===== config.mk =====
export PLATFORM = sky130hd
export DESIGN_NAME = btpc_queue
export DESIGN_NICKNAME = d
export VERILOG_FILES = /design/src/design/baro_temp_pressure_compensation_unit_assert.svh /design/src/design/btpc_pkg.sv /design/src/design/btpc_queue.sv
export SDC_FILE = /design/constraint.sdc
export NUM_CORES = 1
export LEC_CHECK = 0
export BUFFER_PORTS_ARGS = -buffer_cell sky130_fd_sc_hd__buf_2
export CAP_MARGIN = 20
export CORE_AREA = 2 2 187 143
export CTS_BUF_LIST = sky130_fd_sc_hd__clkbuf_8 sky130_fd_sc_hd__clkbuf_16
export CTS_CLUSTER_SIZE = 14
export DETAILED_ROUTE_END_ITERATION = 16
export DIE_AREA = 0 0 189 145
export GPL_TIMING_DRIVEN = 0
export PLACE_DENSITY = 0.73
export SLEW_MARGIN = 20
export SYNTH_ARGS = -nofsm -noshare
export SYNTH_HDL_FRONTEND = slang
export SYNTH_SLANG_ARGS = --single-unit

===== constraint.sdc =====
create_clock -name clk_i -period 4.2 [get_ports clk_i]
set_input_delay 1.05 -clock clk_i [delete_from_list [all_inputs] [get_ports clk_i]]
set_output_delay 1.05 -clock clk_i [all_outputs]
set_load 0.05 [all_outputs]

===== src/design/baro_temp_pressure_compensation_unit_assert.svh =====
// Assertion macros for the barometric compensation unit.
`ifndef BARO_TEMP_PRESSURE_COMPENSATION_UNIT_ASSERT_SVH
`define BARO_TEMP_PRESSURE_COMPENSATION_UNIT_ASSERT_SVH
`ifndef SYNTH
`define BTPC_ASSERT(lbl, prop, msg) \
  lbl: assert property (@(posedge clk_i) disable iff (!rst_ni) (prop)) else $error(msg);
`define BTPC_ASSERT_IMPL(lbl, ante, cons, msg) \
  lbl: assert property (@(posedge clk_i) disable iff (!rst_ni) (ante) |-> (cons)) \
    else $error(msg);
`else
`define BTPC_ASSERT(lbl, prop, msg)
`define BTPC_ASSERT_IMPL(lbl, ante, cons, msg)
`endif
`endif


===== src/design/btpc_pkg.sv =====
// ----------------------------------------------------------------------------
// btpc_pkg
// Shared types and constants of the barometric compensation unit.
// ----------------------------------------------------------------------------
package btpc_pkg;

  localparam int unsigned QUEUE_DEPTH_DEF = 4;
  localparam int unsigned DIV_W           = 64;

  localparam logic [1:0] CFG_TEMP_TRIM  = 2'd0;
  localparam logic [1:0] CFG_PRESS_LOW  = 2'd1;
  localparam logic [1:0] CFG_PRESS_HIGH = 2'd2;
  localparam logic [1:0] CFG_PRESS_LAST = 2'd3;

  typedef struct packed {
    logic [19:0] adc_p;
    logic [31:0] fine;
    logic [31:0] temp;
  } fe_item_t;

  typedef struct packed {
    logic full;
    logic valid;
  } q_stat_t;

  typedef struct packed {
    logic [15:0] p9;
    logic [63:0] hi;
    logic [63:0] lo;
  } press_trim_t;

  typedef struct packed {
    logic [31:0] temp;
    logic        inv;
    logic        neg;
  } div_side_t;

endpackage


===== src/design/btpc_queue.sv =====
// ----------------------------------------------------------------------------
// btpc_queue
// Short register queue between the front and back pipelines.
// ----------------------------------------------------------------------------
module btpc_queue import btpc_pkg::*; #(
  parameter int unsigned DEPTH = QUEUE_DEPTH_DEF
) (
  input  logic     clk_i,
  input  logic     rst_ni,
  input  logic     push_i,
  input  fe_item_t item_i,
  input  logic     pop_i,
  output q_stat_t  stat_o,
  output fe_item_t item_o
);

  localparam int unsigned PW = (DEPTH > 1) ? $clog2(DEPTH) : 1;
  localparam int unsigned CW = $clog2(DEPTH + 1);

  fe_item_t        mem_q [DEPTH];
  logic [PW-1:0]   wr_q, wr_d, rd_q, rd_d;
  logic [CW-1:0]   cnt_q, cnt_d;
  logic            do_push, do_pop;

  assign stat_o.full  = (cnt_q == CW'(DEPTH));
  assign stat_o.valid = (cnt_q != '0);
  assign do_push      = push_i && !stat_o.full;
  assign do_pop       = pop_i && stat_o.valid;
  assign item_o       = mem_q[rd_q];

  always_comb begin
    wr_d  = wr_q;
    rd_d  = rd_q;
    cnt_d = cnt_q;
    if (do_push) begin
      wr_d = (wr_q == PW'(DEPTH - 1)) ? '0 : wr_q + PW'(1);
    end
    if (do_pop) begin
      rd_d = (rd_q == PW'(DEPTH - 1)) ? '0 : rd_q + PW'(1);
    end
    if (do_push && !do_pop) begin
      cnt_d = cnt_q + CW'(1);
    end else if (do_pop && !do_push) begin
      cnt_d = cnt_q - CW'(1);
    end
  end

  always_ff @(posedge clk_i or negedge rst_ni) begin
    if (!rst_ni) begin
      wr_q  <= '0;
      rd_q  <= '0;
      cnt_q <= '0;
    end else begin
      wr_q  <= wr_d;
      rd_q  <= rd_d;
      cnt_q <= cnt_d;
    end
  end

  always_ff @(posedge clk_i) begin
    if (do_push) begin
      mem_q[wr_q] <= item_i;
    end
  end

endmodule


==> results.yml <==
routing:
  vias: 5754
  wire_per_inst_um: 21.46
  drt_wl_total_um: 22770
  drt_iter0_markers: 393
  via_per_inst: 5.423
  ant_nets: 0
  drt_pre_antenna_iters: 4
  drc: 0
timing:
  max_slew.worst_pin.slew_ps: 756.0
  hold_slack_ps: 378.1
  grt_setup_unrepaired: "false"
  post-route-period-util: 0.7718
  max_freq_mhz: 308.5
  setup_violations: 0
  slew_headroom: 0.4960
  finalClockSkew_ps: 11.74
  slew_viol_final: 0
  setup_ws_ps: 958.3
  min_period_ps: 3242
  finalHoldViolCount: 0
clocking:
  cts-hold-fix-buffers: 0
  cts-root-buf: "clkbuf_16"
  cts_resized: 0
  numCtsBuffers: 34
  post_cts.repair.setup_buffers: 0
  clk_pin_slew_worst_paths_ps: 60
  cts_buffer_depth: 3
  cts.sinks: 343
  cts_tree: "done"
  h-tree-depth: 2
  clock_latency_ps: 500
status:
  outcome: "finished clean"
synthesis:
  ys_seq_elements: 343
  ys_types: 21
  netlist_instances: 476
  yosys.area.top_type_share: 0.8014
  netlist_area_sq_mm: 0.01259
  syn_nets: 571
  avgSynthCellArea_sq_um: 26.45
  synth_top_area_cell: "edfxtp_1"
  synth_warnings: 0
  synth_area_leaders: "edfxtp_1, mux4_2, dfrtp_1"
  yosysSeqAreaShare: 0.8153
finish:
  nets: 790
  layout.cells.non_filler: 1061
  mostFrequentLayoutCells: "edfxtp_1, buf_2, mux4_2, clkbuf_16, buf_12"
  syn_to_final_growth_pct: 20.73
  nFillCells: 1823
  drive_gt1_frac: 0.4713
  final_common_cell: "edfxtp_1"
floorplan:
  die_y_um: 145
  start_util: 0.4920
  io_pins: 174
  core_area_sq_mm: 0.02559
  die-area_sq_mm: 0.02741
  std_cell_rows: 51
  dieWidth_um: 189
critical_path:
  cp-start-kind: "register"
  crit_start: "rd_q[1]$_DFFE_PN0P_"
  end_kind: "output port"
  crit_arrival_ps: 2190
  path_max_fanout: 10
  required_ps: 3150
  rrSetupSlack_ps: 1970
  path_class: "register to output port"
  r2r_start: "cnt_q[2]$_DFFE_PN0P_"
  timing.rr.end: "cnt_q[2]$_DFFE_PN0P_"
  r2r_cells: 8
global_routing:
  first_global_vias: 6318
  antenna_found_initial: 4
  grt_max_degree: 35
  grtUsageTotal: 0.1730
  grt_pass1_wl_um: 36270
  grt.overflow.total: 0
job:
  max_cap_violations: 0
hold_path:
  holdCritPathClass: "primary input to asynchronous set/reset pin"
placement:
  routabilityCongestion: 0.6788
  dp_hpwl_um: 14880
  numPortBuffers: 173
  dp_cells: 1003
  preCtsSetupSlack_ps: 1396
pwr:
  powerDensity_mw_per_mm2: 823.0
  vdd_drop_max_uv: 440.3
  leakage_nw: 5.232
==> critical path: stages, from the launching register on <==
cell,delay [ps]
dfrtp_1,430
buf_1,600
mux4_2,420
buf_2,230
==> report_power, final <==
part | internal (W) | switching, W
clock network | 0.00170 | 0.00117
registers | 0.00451 | 0.000164
logic | 0.00158 | 0.00339
==> how the worst max path moves through the flow <==
| stage | slack, ps | depth (start not counted) | end |
|---|---|---|---|
| after floorplan | 400 | 2 | mem_q[1][0]$_DFFE_PP_ |
| after global placement | -1150 | 3 | mem_q[3][28]$_DFFE_PP_ |
| after detailed placement | 1400 | 4 | item_o[63] |
| after CTS | 860 | 4 | item_o[63] |
| after global routing | 830 | 4 | item_o[63] |
| final | 960 | 3 | item_o[78] |
==> per-stage QoR <==
| step | setup TNS [ps] | power [W] | utilization | cell area, sq um |
|---|---|---|---|---|
| floorplan | 0 | 0.008567 | - | 12590 |
| global placement | -380440 | 0.009646 | 0.5428 | 13890 |
| detailed placement | 0 | 0.009804 | 0.5522 | 14130 |
| CTS | 0 | 0.01269 | 0.5938 | 15190 |
| global route | 0 | 0.01306 | 0.5938 | 15190 |
| finish | 0 | 0.01251 | 0.5940 | 15200 |
==> state kept, by name, summed over array words and instances, names as in the netlist <==
| name | count |
|---|---|
| mem_q | 336 |
| wr_q | 2 |
| rd_q | 2 |
| cnt_q | 3 |
==> logic make-up after synthesis <==
logic type / count (synthesis) / share of synthesized area
adders and majority gates: 7 / 0.007553
muxes: 89 / 0.1547
buffers and inverters: 22 / 0.01501
DFF: 343 / 0.8153
xor gates and xnor gates: 3 / 0.002087
and+or+nand+nor: 12 / 0.005268
==> cell type report <==
cell class,count,area [sq um],share of cell area
antenna,2,5.005,0.0003293
buffer,19,177.7,0.01169
clock buffer,37,925.9,0.06092
clock inverter,19,137.6,0.009055
inverter,3,11.26,0.0007409
multi-input combinational,111,2151,0.1415
sequential,343,10260,0.6753
tap,344,430.4,0.02832
timing repair buffer,183,1096,0.07211
==> Yosys cell counts <==
| library cell | n |
|---|---|
| edfxtp_1 | 336 |
| mux4_2 | 84 |
| dfrtp_1 | 7 |
| buf_2 | 6 |
| ha_1 | 6 |
| mux2_2 | 5 |
| buf_12 | 4 |
| buf_4 | 4 |
| nor2_1 | 4 |
| and2_1 | 3 |
| buf_1 | 3 |
| inv_1 | 3 |
| nand2_1 | 2 |
| xor2_1 | 2 |
| buf_6 | 1 |
| buf_8 | 1 |
| fa_1 | 1 |
| nor2b_1 | 1 |
| nor3b_2 | 1 |
| or3_1 | 1 |
| xnor2_1 | 1 |
==> per-layer routing <==
layer	up-vias	share of wire	global-route usage
met3	40	0.068	0.04572
met5	-	0.0012	0
met4	4	0.017	0.04336
li1	2492	-	-
met1	3023	0.42	0.2381
met2	195	0.49	0.2788
Note: power is estimated with default switching activity, not from simulation.
