### src/design/baro_temp_pressure_compensation_unit_assert.svh
// Assertion macros for the barometric compensation unit.
`ifndef BARO_TEMP_PRESSURE_COMPENSATION_UNIT_ASSERT_SVH
`define BARO_TEMP_PRESSURE_COMPENSATION_UNIT_ASSERT_SVH
`ifndef SYNTH
`define BTPC_ASSERT(lbl, prop, msg) \
  lbl: assert property (@(posedge clk_i) disable iff (!rst_ni) (prop)) else $error(msg);
`define BTPC_ASSERT_IMPL(lbl, ante, cons, msg) \
  lbl: assert property (@(posedge clk_i) disable iff (!rst_ni) (ante) |-> (cons)) \
    else $error(msg);
`else
`define BTPC_ASSERT(lbl, prop, msg)
`define BTPC_ASSERT_IMPL(lbl, ante, cons, msg)
`endif
`endif

### src/design/btpc_pkg.sv
// ----------------------------------------------------------------------------
// btpc_pkg
// Shared types and constants of the barometric compensation unit.
// ----------------------------------------------------------------------------
package btpc_pkg;

  localparam int unsigned QUEUE_DEPTH_DEF = 4;
  localparam int unsigned DIV_W           = 64;

  localparam logic [1:0] CFG_TEMP_TRIM  = 2'd0;
  localparam logic [1:0] CFG_PRESS_LOW  = 2'd1;
  localparam logic [1:0] CFG_PRESS_HIGH = 2'd2;
  localparam logic [1:0] CFG_PRESS_LAST = 2'd3;

  typedef struct packed {
    logic [19:0] adc_p;
    logic [31:0] fine;
    logic [31:0] temp;
  } fe_item_t;

  typedef struct packed {
    logic full;
    logic valid;
  } q_stat_t;

  typedef struct packed {
    logic [15:0] p9;
    logic [63:0] hi;
    logic [63:0] lo;
  } press_trim_t;

  typedef struct packed {
    logic [31:0] temp;
    logic        inv;
    logic        neg;
  } div_side_t;

endpackage

### src/design/btpc_front.sv
// ----------------------------------------------------------------------------
// btpc_front
// Accepts raw samples and runs the 32-bit fine temperature pipeline.
// ----------------------------------------------------------------------------
module btpc_front import btpc_pkg::*; (
  input  logic        clk_i,
  input  logic        rst_ni,
  input  logic        s_valid_i,
  output logic        s_ready_o,
  input  logic [19:0] raw_p_i,
  input  logic [19:0] raw_t_i,
  input  logic [47:0] temp_trim_i,
  input  q_stat_t     q_stat_i,
  output logic        push_o,
  output fe_item_t    item_o
);

  logic [31:0] t1, t2, t3;
  logic        en;
  logic [3:0]  vld_q, vld_d;
  logic [19:0] adc1_q, adc2_q, adc3_q, adc4_q;
  logic [31:0] a_q, a_d, b_q, b_d;
  logic [31:0] m1_q, m1_d, bb_q, bb_d;
  logic [31:0] tv1_q, tv1_d, m2_q, m2_d, bbs;
  logic [31:0] fine_q, fine_d, f5;

  assign t1 = {16'd0, temp_trim_i[15:0]};
  assign t2 = {{16{temp_trim_i[31]}}, temp_trim_i[31:16]};
  assign t3 = {{16{temp_trim_i[47]}}, temp_trim_i[47:32]};

  assign en        = !vld_q[3] || !q_stat_i.full;
  assign s_ready_o = en;
  assign push_o    = vld_q[3] && !q_stat_i.full;

  always_comb begin
    vld_d  = {vld_q[2:0], s_valid_i};
    a_d    = {15'd0, raw_t_i[19:3]} - {15'd0, t1[15:0], 1'b0};
    b_d    = {16'd0, raw_t_i[19:4]} - t1;
    m1_d   = a_q * t2;
    bb_d   = b_q * b_q;
    tv1_d  = 32'($signed(m1_q) >>> 11);
    bbs    = 32'($signed(bb_q) >>> 12);
    m2_d   = bbs * t3;
    fine_d = tv1_q + 32'($signed(m2_q) >>> 14);
  end

  always_ff @(posedge clk_i or negedge rst_ni) begin
    if (!rst_ni) begin
      vld_q <= '0;
    end else if (en) begin
      vld_q <= vld_d;
    end
  end

  always_ff @(posedge clk_i) begin
    if (en) begin
      adc1_q <= raw_p_i;
      a_q    <= a_d;
      b_q    <= b_d;
      adc2_q <= adc1_q;
      m1_q   <= m1_d;
      bb_q   <= bb_d;
      adc3_q <= adc2_q;
      tv1_q  <= tv1_d;
      m2_q   <= m2_d;
      adc4_q <= adc3_q;
      fine_q <= fine_d;
    end
  end

  // temperature = (fine * 5 + 128) >> 8
  assign f5 = (fine_q << 2) + fine_q + 32'd128;

  always_comb begin
    item_o.adc_p = adc4_q;
    item_o.fine  = fine_q;
    item_o.temp  = 32'($signed(f5) >>> 8);
  end

endmodule

### config.mk
export PLATFORM = sky130hd
export DESIGN_NAME = btpc_front
export DESIGN_NICKNAME = d
export VERILOG_FILES = /design/src/design/baro_temp_pressure_compensation_unit_assert.svh /design/src/design/btpc_pkg.sv /design/src/design/btpc_front.sv
export SDC_FILE = /design/constraint.sdc
export NUM_CORES = 2
export LEC_CHECK = 0
export ABC_AREA = 1
export ABC_CLOCK_PERIOD_IN_PS = 23200
export BUFFER_PORTS_ARGS = -buffer_cell sky130_fd_sc_hd__buf_2
export CORE_ASPECT_RATIO = 1.1
export CORE_UTILIZATION = 38
export CTS_CLUSTER_DIAMETER = 60
export DETAILED_ROUTE_END_ITERATION = 10
export HOLD_SLACK_MARGIN = 0.02
export SYNTH_ARGS = -nofsm -noshare
export SYNTH_HDL_FRONTEND = slang
export SYNTH_SLANG_ARGS = --single-unit
### constraint.sdc
create_clock -name clk_i -period 23.2 [get_ports clk_i]
set_clock_uncertainty 0.2 [all_clocks]
set_input_delay 4.64 -clock clk_i [delete_from_list [all_inputs] [get_ports clk_i]]
set_output_delay 4.64 -clock clk_i [all_outputs]
set_load 0.02 [all_outputs]
==> run_results.csv <==
group,metric,value,unit
synth,synthesis.nets,6547,
detailed_routing,wl_per_cell,16.0,um
timing,max_freq,0.0975,GHz
detailed_routing,dr.pass1.iters,5,
die,dieArea,117000,um^2
synth,synthTopCellsByArea,"fa_1 (39%), edfxtp_1 (14%), inv_1 (13%)",
place,dpl.hpwl,91400,um
die,die_y,359,um
grt,grt.overflow.total,0,
synth,postSynthAreaPerCell,8.42,um^2
flow_run,maxCapViolations,0,
die,io_pins,179,
cts,cts.sinks,204,
cells_and_area,fillCellCount,11651,
die,core-area,115000,um^2
detailed_routing,drtAntennaViolNets,0,
cts,root_buffer,"clkbuf_16",
cts,cts_buffers,27,
synth,synth_top_area_frac,0.393,
grt,antenna_found_initial,3,
timing,final_hold_viol_count,0,
cells_and_area,mostFrequentLayoutCells,"inv_1 (1522), nand2_1 (1222), fa_1 (863), ha_1 (369), nor2_1 (212)",
timing,relSlewSlack,0.273,
synth,synth_edf_count,200,
cts,clk_latency,0.56,ns
timing,slew_violations,0,
setup_path,end_kind,"register",
setup_path,critical_path_buf_inv_count,4,
timing,period_minus_slack,10.26,ns
setup_path,crit_top_cell,"fa_1",
synth,async_flop_share,0.0196,
cells_and_area,antenna_cells,0,
cells_and_area,post-route-util,0.411,
setup_path,critPathRequiredTime,23.28,ns
detailed_routing,postRouteWirelength,109000,um
synth,ys.flop_type,"edfxtp_1",
cells_and_area,area_growth,7.07,%
synth,synth_area,44000,um^2
synth,synth_cell_types,43,
cts,clock_path_buffers,3,
cts,postCtsSetupBuffers,0,
setup_path,cp_max_fo,18,
cells_and_area,layout_commonest_cell,"inv_1",
cts,hold_buffers,0,
status,status,"complete, no violations",
synth,ys_ff_latch,204,
detailed_routing,num_vias,31956,
timing,grt_setup_unrepaired,"no",
setup_path,cp.arrival,10.34,ns
die,start_util,0.384,
setup_path,crit_type,"in -> reg",
grt,grt_pass1_wl,179000,um
cts,cts_resized,0,
timing,fin_crit_sh,0.442,
cts,clk_pin_slew,0.06,ns
detailed_routing,drt-vias-per-instance,4.69,
detailed_routing,drt_iter0_drc,1464,
timing,setup-tns-final,0,ns
cts,htree_levels,1,
setup_path,slowest_stage,"fa_1",
synth,ys_seq_area_frac,0.139,
cells_and_area,nNetsFinal,6604,
setup_path,crit_chain,"buf_2 -> nand2_1 -> fa_1 -> inv_1 -> fa_1 -> inv_1 -> fa_1 -> fa_1 -> fa_1 -> fa_1 -> inv_1 -> ha_1 -> nand2_1 -> nor2_1 -> nand2_1 -> nor3_1 -> nand2_1 -> nand2_1 -> xor2_1",
detailed_routing,drc,0,
place,gp_congestion,0.921,
synth,postSynthCellCount,5222,
grt,grt_pass1_vias,34939,
cts,tritoncts,"done",
setup_path,cp-start-kind,"primary input",
synth,yosysTopAreaCell,"fa_1",
grt,grt_max_degree,178,
setup_path,critPathMaxStageDelay,0.62,ns
die,die_x,326,um
cells_and_area,drive_above_1_share,0.0532,
timing,setup_violations,0,
place,io_buffers,174,
die,num_rows,130,
setup_path,crit_family,"adder cells",
timing,worst_pin_slew,1.09,ns
grt,track_usage,0.192,
worst_hold_path,hold_class,"reg -> reg",
synth,yosysWarnings,0,
-- cells by family (layout without fill, tap and decap cells) --
kind of cell	count (synthesis)	count (layout)	synth area share
DFF	204	204	0.139
other	1	1	0.0000853
adders and majority gates	1232	1232	0.498
xor gates and xnor gates	131	131	0.0261
AOI/OAI and AO/OA	317	317	0.0414
and+or+nand+nor	1649	1649	0.150
buffers and inverters	1688	1763	0.146
-- state kept, by name, summed over array words and instances (netlist names) --
register	cells
fine_q	22
m1_q	21
tv1_q	21
adc1_q	20
adc2_q	20
adc3_q	20
adc4_q	20
bb_q	20
a_q	18
m2_q	18
vld_q	4
-- metal layers --
metal  vias up  GRT usage  wire length (um)
met2       555      0.356             56300
met1     15917      0.228             44200
met4         0     0.0592              3690
li1      15295          -                 -
met3       189     0.0252              4820
met5         -          0                 0
-- synth_stat cells (23+ instances only) --
cell	instances
xor2_1	98
fa_1	863
ha_1	369
clkbuf_1	127
a21o_1	24
xnor2_1	33
nor2_1	212
inv_1	1522
o21bai_1	26
a21oi_1	149
nor3_1	26
nand2_1	1223
buf_4	23
nand3_1	114
edfxtp_1	200
o21ai_0	71
-- final timing paths --
kind,from,endpoint,slack [ns],cells past startpoint
hold reg to reg,adc1_q[1],adc2_q[1],0.21,0
setup / recovery,temp_trim_i[21],m1_q[29],12.94,19
hold / removal,adc1_q[1],adc2_q[1],0.21,0
setup reg to reg,a_q[30],bb_q[31],14.55,27
min in group asynchronous,rst_ni,vld_q[2],3.70,1
max in group asynchronous,rst_ni,vld_q[1],18.97,1
-- through the flow --
step	instance area [um^2]	setup WS [ns]	instances	hold WS [ns]
2_1_floorplan	44000	9.31	5222	0.200
4_1_cts	47100	12.93	6815	0.213
6_report	47100	12.94	6815	0.214
3_5_place_dp	46200	12.41	6768	0.205
3_3_place_gp	46200	12.43	6768	0.201
5_1_grt	47100	12.64	6815	0.213
-- area by class of cell --
| class | count | area (um^2) | share of cell area |
|---|---|---|---|
| Timing Repair Buffer | 194 | 1030 | 0.0219 |
| Clock inverter | 18 | 201 | 0.00428 |
| Inverter | 1522 | 5710 | 0.121 |
| Tap cell | 1518 | 1900 | 0.0403 |
| Sequential cell | 204 | 6110 | 0.130 |
| Multi-Input combinational cell | 3330 | 31500 | 0.668 |
| Clock buffer | 29 | 683 | 0.0145 |
Power is left out: the tool's default activity adds up to more than one toggle a clock period on the data nets, which glitch-free logic cannot reach.
